## src/sat_pkg.sv

```systemverilog
`timescale 1ns / 1ps
// ----------------------------------------------------------------------------
// sat_pkg: shared types and constants for the summed-area table block
// Field widths, operation and status codes, register map, and the command
// and status bundles between the controller and the datapath.
// ----------------------------------------------------------------------------
package sat_pkg;

	localparam int SUM_W      = 36;
	localparam int SAMPLE_W   = 24;
	localparam int COORD_W    = 16;
	localparam int GRID_W     = 7;
	localparam int APB_ADDR_W = 3;
	localparam int APB_DATA_W = 32;

	localparam int DEF_MAX_COLUMNS = 64;
	localparam int DEF_MAX_ROWS    = 64;

	localparam logic OP_LOAD  = 1'b0;
	localparam logic OP_QUERY = 1'b1;

	// register select is the word address bit
	localparam logic REG_GRID_COLUMNS = 1'b0;
	localparam logic REG_GRID_ROWS    = 1'b1;

	typedef enum logic [1:0] {
		QS_OK        = 2'd0,
		QS_EMPTY     = 2'd1,
		QS_NOT_READY = 2'd2
	} qstat_t;

	typedef struct packed {
		logic accept;    // input beat taken this cycle
		logic ld_write;  // write prefix entry, advance load position
		logic rd_db;     // read corners D and B
		logic rd_ca;     // read corners C and A, capture D - B
		logic cap_ac;    // capture A - C
		logic out_load;  // load output register
	} cmd_t;

	typedef struct packed {
		logic load_skip; // load beat is ignored
		logic qstat_ok;  // captured query has a nonempty ready window
		logic out_busy;  // output register full and stalled
	} sts_t;

	// index width, at least one bit
	function automatic int idx_w(input int n);
		return (n > 1) ? $clog2(n) : 1;
	endfunction

endpackage

```

## src/sat_ctrl.sv

```systemverilog
`timescale 1ns / 1ps
// ----------------------------------------------------------------------------
// sat_ctrl: sequencer for loads and queries
// Takes one beat in IDLE, then steps the datapath through the table write of
// a live load, or through the four corner reads (ok queries only) and the output load.
// ----------------------------------------------------------------------------
module sat_ctrl
	import sat_pkg::*;
(
	input  logic clk,
	input  logic arst_n,
	input  logic in_valid,
	output logic in_stall,
	input  logic operation,
	input  sts_t sts,
	output cmd_t cmd
);

	typedef enum logic [5:0] {
		S_IDLE  = 6'b000001,
		S_LD_WR = 6'b000010,
		S_Q_RD1 = 6'b000100,
		S_Q_RD2 = 6'b001000,
		S_Q_SUM = 6'b010000,
		S_Q_OUT = 6'b100000
	} state_t;

	state_t state_q, state_d;
	logic   accept;

	assign in_stall = (state_q != S_IDLE);
	assign accept   = in_valid && (state_q == S_IDLE);

	always_comb begin
		state_d = state_q;
		case (state_q)
			S_IDLE: begin
				if (accept) begin
					if (operation == OP_QUERY) begin
						state_d = S_Q_RD1;
					end else if (!sts.load_skip) begin
						state_d = S_LD_WR;
					end
				end
			end
			S_LD_WR: state_d = S_IDLE;
			S_Q_RD1: begin
				state_d = sts.qstat_ok ? S_Q_RD2 : S_Q_OUT;
			end
			S_Q_RD2: state_d = S_Q_SUM;
			S_Q_SUM: state_d = S_Q_OUT;
			S_Q_OUT: begin
				if (!sts.out_busy) begin
					state_d = S_IDLE;
				end
			end
			default: state_d = S_IDLE;
		endcase
	end

	always_ff @(posedge clk or negedge arst_n) begin
		if (!arst_n) begin
			state_q <= S_IDLE;
		end else begin
			state_q <= state_d;
		end
	end

	always_comb begin
		cmd          = '0;
		cmd.accept   = accept;
		cmd.ld_write = (state_q == S_LD_WR);
		cmd.rd_db    = (state_q == S_Q_RD1) && sts.qstat_ok;
		cmd.rd_ca    = (state_q == S_Q_RD2);
		cmd.cap_ac   = (state_q == S_Q_SUM);
		cmd.out_load = (state_q == S_Q_OUT) && !sts.out_busy;
	end

	// a live load always goes on to its table write
	a_load_write: assert property (@(posedge clk) disable iff (!arst_n)
		(accept && operation == OP_LOAD && !sts.load_skip) |=> state_q == S_LD_WR)
		else $error("live load did not reach table write");

	// a finished result waits while the output register is held
	a_out_wait: assert property (@(posedge clk) disable iff (!arst_n)
		(state_q == S_Q_OUT && sts.out_busy) |=> state_q == S_Q_OUT)
		else $error("result left while output was stalled");

endmodule

```

## config.mk

```make
export PLATFORM = sky130hd
export DESIGN_NAME = sat_ctrl
export DESIGN_NICKNAME = d
export VERILOG_FILES = /design/src/sat_pkg.sv /design/src/sat_ctrl.sv
export SDC_FILE = /design/constraint.sdc
export NUM_CORES = 1
export LEC_CHECK = 0
export BUFFER_PORTS_ARGS = -buffer_cell sky130_fd_sc_hd__buf_2
export CAP_MARGIN = 20
export CORE_AREA = 2 2 39 41
export CTS_CLUSTER_SIZE = 28
export DETAILED_ROUTE_END_ITERATION = 16
export DIE_AREA = 0 0 41 43
export PLACE_DENSITY = 0.48
export SYNTH_ARGS = -nofsm -noshare
export SYNTH_HDL_FRONTEND = slang
export SYNTH_SLANG_ARGS = --single-unit
```

## constraint.sdc

```tcl
create_clock -name clk -period 2 [get_ports clk]
set_input_delay 0.3 -clock clk [delete_from_list [all_inputs] [get_ports clk]]
set_output_delay 0.3 -clock clk [all_outputs]
set_load 0.02 [all_outputs]
```

==> parameters.txt <==
Parameter                              Value

Global routing
  Aggregate global routing overflow ... 0
  Pin count of the biggest net entering global routing ... 11
  Global-route wire length before repair ... 1214 um
  GRT Util Overall ... 10.51%
  Number of antenna violations at the first check in global routing ... 0
  Via count of the first global-routing pass ... 311

Clocking
  Clock input transition at the sequential cells of the worst setup and hold paths ... 0.04 ns
  Clock tree from TritonCTS ... yes
  Total CTS buffers ... 3
  Bufs on Longest Clock Path ... 2
  Root buffer cell ... sky130_fd_sc_hd__clkbuf_4
  Count of H-tree levels built during CTS ... 1
  Number of clock sinks ... 6
  Clock insertion delay at the later pin of the skew report ... 0.24 ns
  CTS-repair resized insts ... 0

Worst setup path
  Crit Reg-Reg Startpoint ... state_q[4]
  Worst reg2reg path endpoint ... state_q[0]
  Worst Setup Start Kind ... register
  Setup slack, reg-to-reg ... 0.68 ns
  Crit-path cells ... nor4_1 -> and4b_1 -> buf_2
  Critical path data required time ... 1.70 ns
  Number of buffers and inverters on the critical path ... 1
  Critical Path End Type ... primary output
  Family with the most delay on the worst path ... simple AND/OR/NAND/NOR gates
  Worst Reg-to-Reg Cells ... 3
  Maximum fanout along the worst path ... 6
  Crit path arrival time ... 1.51 ns
  CP max stage cell ... sky130_fd_sc_hd__nor4_1
  Crit Path Category ... reg -> out
  CP max stage delay ... 0.47 ns

Drt
  ANT nets after route ... 0
  1st-pass router iterations ... 2
  WL per Instance ... 10.90 um
  Total via count in the routed design ... 332
  Routed vias/inst ... 4.743
  Number of DRC markers in iteration 0 ... 3
  Total wirelength of the detailed-routed design ... 763 um
  # DRC ... 0

Layout
  Nets@finish ... 62
  Biggest register ... state_q
  Registers with the highest flip-flop counts ... state_q x6
  Share of cells above drive strength 1 ... 35.19%
  Largest register FFs ... 6
  Area Growth Syn to Fin ... 28.81%
  Final design area excluding fillers ... 486.7 um^2
  Antenna diode count ... 0
  Final design utilization ... 35.17%

Synthesis
  Most used standard cell by instance count after synthesis ... sky130_fd_sc_hd__dfrtp_1
  Simple-Gate Fraction of Synth Area ... 46.03%
  XOR/XNOR Fraction of Synth Area ... 2.318%
  Share of synthesized flip-flops with an asynchronous set or reset ... 100.0%
  Mux share of post-synthesis cell area ... 0%
  Cell type with the largest total area after synthesis ... sky130_fd_sc_hd__dfrtp_1
  Average cell area after synthesis ... 9.944 um^2
  Count of flip-flops with a built-in enable after synthesis ... 0
  Register area share after synthesis ... 40.07%
  Cell types occupying the most area after synthesis ... sky130_fd_sc_hd__dfrtp_1 (33%), sky130_fd_sc_hd__and4b_1 (7.9%), sky130_fd_sc_hd__dfstp_2 (7.0%)
  List of most frequent post-synthesis cells ... sky130_fd_sc_hd__dfrtp_1 (5), sky130_fd_sc_hd__nor2_1 (4), sky130_fd_sc_hd__and4b_1 (3)
  Mapped Area ... 377.9 um^2
  Synthesized-area fraction occupied by adder cells ... 0%
  Warnings, synthesis ... 0
  Dominant combinational cell family by area after synthesis ... simple AND/OR/NAND/NOR gates
  Syn_nets ... 45
  Yosys reg bits ... 6
  Share of the synthesized area in the top cell type ... 33.11%
  Post-synthesis cell count ... 38
  Post-synth top flop ... sky130_fd_sc_hd__dfrtp_1
  Synth Area in Compound Gates ... 7.285%
  Number of distinct library cells after synthesis ... 25

Floorplan
  Placeable core region ... 1384 um^2
  Area of the die ... 1763 um^2
  Vert. Die Dim ... 43 um
  Number of ports placed on the die boundary ... 14
  Std cell rows ... 14
  Starting Density ... 27.31%
  Chip width ... 41 um

Timing
  Number of setup violations in the final report ... 0
  Final critical path time including I/O delays and setup ... 1.810 ns
  Period Utilization, post-route ... 90.50%
  Unrepaired setup endpoints after global routing ... false
  Pins Over Slew Limit ... 0
  Final Hold Viols ... 0
  Worst max-slew margin expressed relative to the limit ... 69.10%
  Achievable frequency ... 0.5525 GHz
  Pin slew with the least headroom to its limit ... 0.4593 ns
  Post-route clock skew ... 0.006751 ns
  Setup TNS after final layout ... 0 ns

Min path
  Hold Crit Depth ... 2
  Capture endpoint of the worst hold path ... state_q[1]
  Class of the tightest hold or removal check ... in -> reg
  Hold Path Origin ... sts[2]

Pwr
  IR Drop Worst-Case VDD ... 0.3029 mV
  Power, Total ... 345.9 uW
  Leakage dissipation ... 0.2637 nW
  Power per cell area ... 710.6 nW/um^2

Placement
  Number of I/O port buffers ... 13
  Dpl cell area ... 450.4 um^2
  Final weighted congestion in routability-driven placement ... 0.7397

Job
  Total of max-cap violations ... 0

Status
  Outcome ... finished, final reports clean
[cells in the final DEF (no fill, tap or decap), types with 2 or more instances in the layout]
cell type                  synthesis  routed
sky130_fd_sc_hd__buf_2             1      13
sky130_fd_sc_hd__dfrtp_1           5       5
sky130_fd_sc_hd__nor2_1            4       4
sky130_fd_sc_hd__and4b_1           3       3
sky130_fd_sc_hd__clkbuf_4          0       3
sky130_fd_sc_hd__nor2b_1           2       2
sky130_fd_sc_hd__and2_1            2       2
sky130_fd_sc_hd__o21ai_0           2       2
sky130_fd_sc_hd__nor3_1            2       2
[metrics by stage]
step | setup WS (ns) | hold slack [ns] | std cells
after CTS | 0.1504 | 0.2233 | 70
after global routing | 0.02009 | 0.2219 | 70
after floorplan | 0.5788 | 0.004409 | 38
after global placement | 0.4563 | 0.1302 | 65
after detailed placement | 0.4034 | 0.1289 | 65
final | 0.1900 | 0.2320 | 70
[kinds of logic after synthesis]
| kind of cell | Yosys count |
|---|---|
| buf+inv | 3 |
| compound gates | 4 |
| xor+xnor | 1 |
| simple gates | 24 |
| flops | 6 |
[power by group]
part	total, mW	switching [mW]	internal (mW)
clock network	0.117	0.0420	0.0754
registers	0.149	0.0162	0.133
logic	0.0791	0.0433	0.0357
total	0.346	0.102	0.244
[metal layers]
layer	vias to the layer above	track usage, %	share of wire [%]	routed length, um
li1	172	-	-	-
met1	150	13.44	48	363
met2	10	15.00	46	350
met3	0	3.141	6.6	50
met4	0	6.000	0	0
met5	-	0	0	0
[layout make-up]
type	count	area, um^2
flip-flops and latches	6	151.4
clock buffers	4	26.28
fillers	151	897.1
repair buffers	14	75.07
inverters	1	3.754
well taps	16	20.02
multi-input cells	29	210.2
[repair_timing]
| item | 4_1_cts | 5_1_grt |
|---|---|---|
| buffers inserted | 0 | 0 |
| endpoints found under the hold margin | 5 | 0 |
| hold buffers | 1 | 0 |
[how the worst max path moves through the flow]
| stage | from | end | slack (ns) | cells past startpoint |
|---|---|---|---|---|
| finish | state_q[1] | cmd[3] | 0.19 | 3 |
| floorplan | state_q[1] | cmd[3] | 0.58 | 2 |
| global placement | state_q[4] | cmd[5] | 0.46 | 4 |
| global route | state_q[1] | cmd[3] | 0.02 | 3 |
| detailed placement | state_q[1] | cmd[3] | 0.40 | 3 |
| CTS | state_q[1] | cmd[3] | 0.15 | 3 |
No activity file was read; power rests on OpenSTA's default activity.
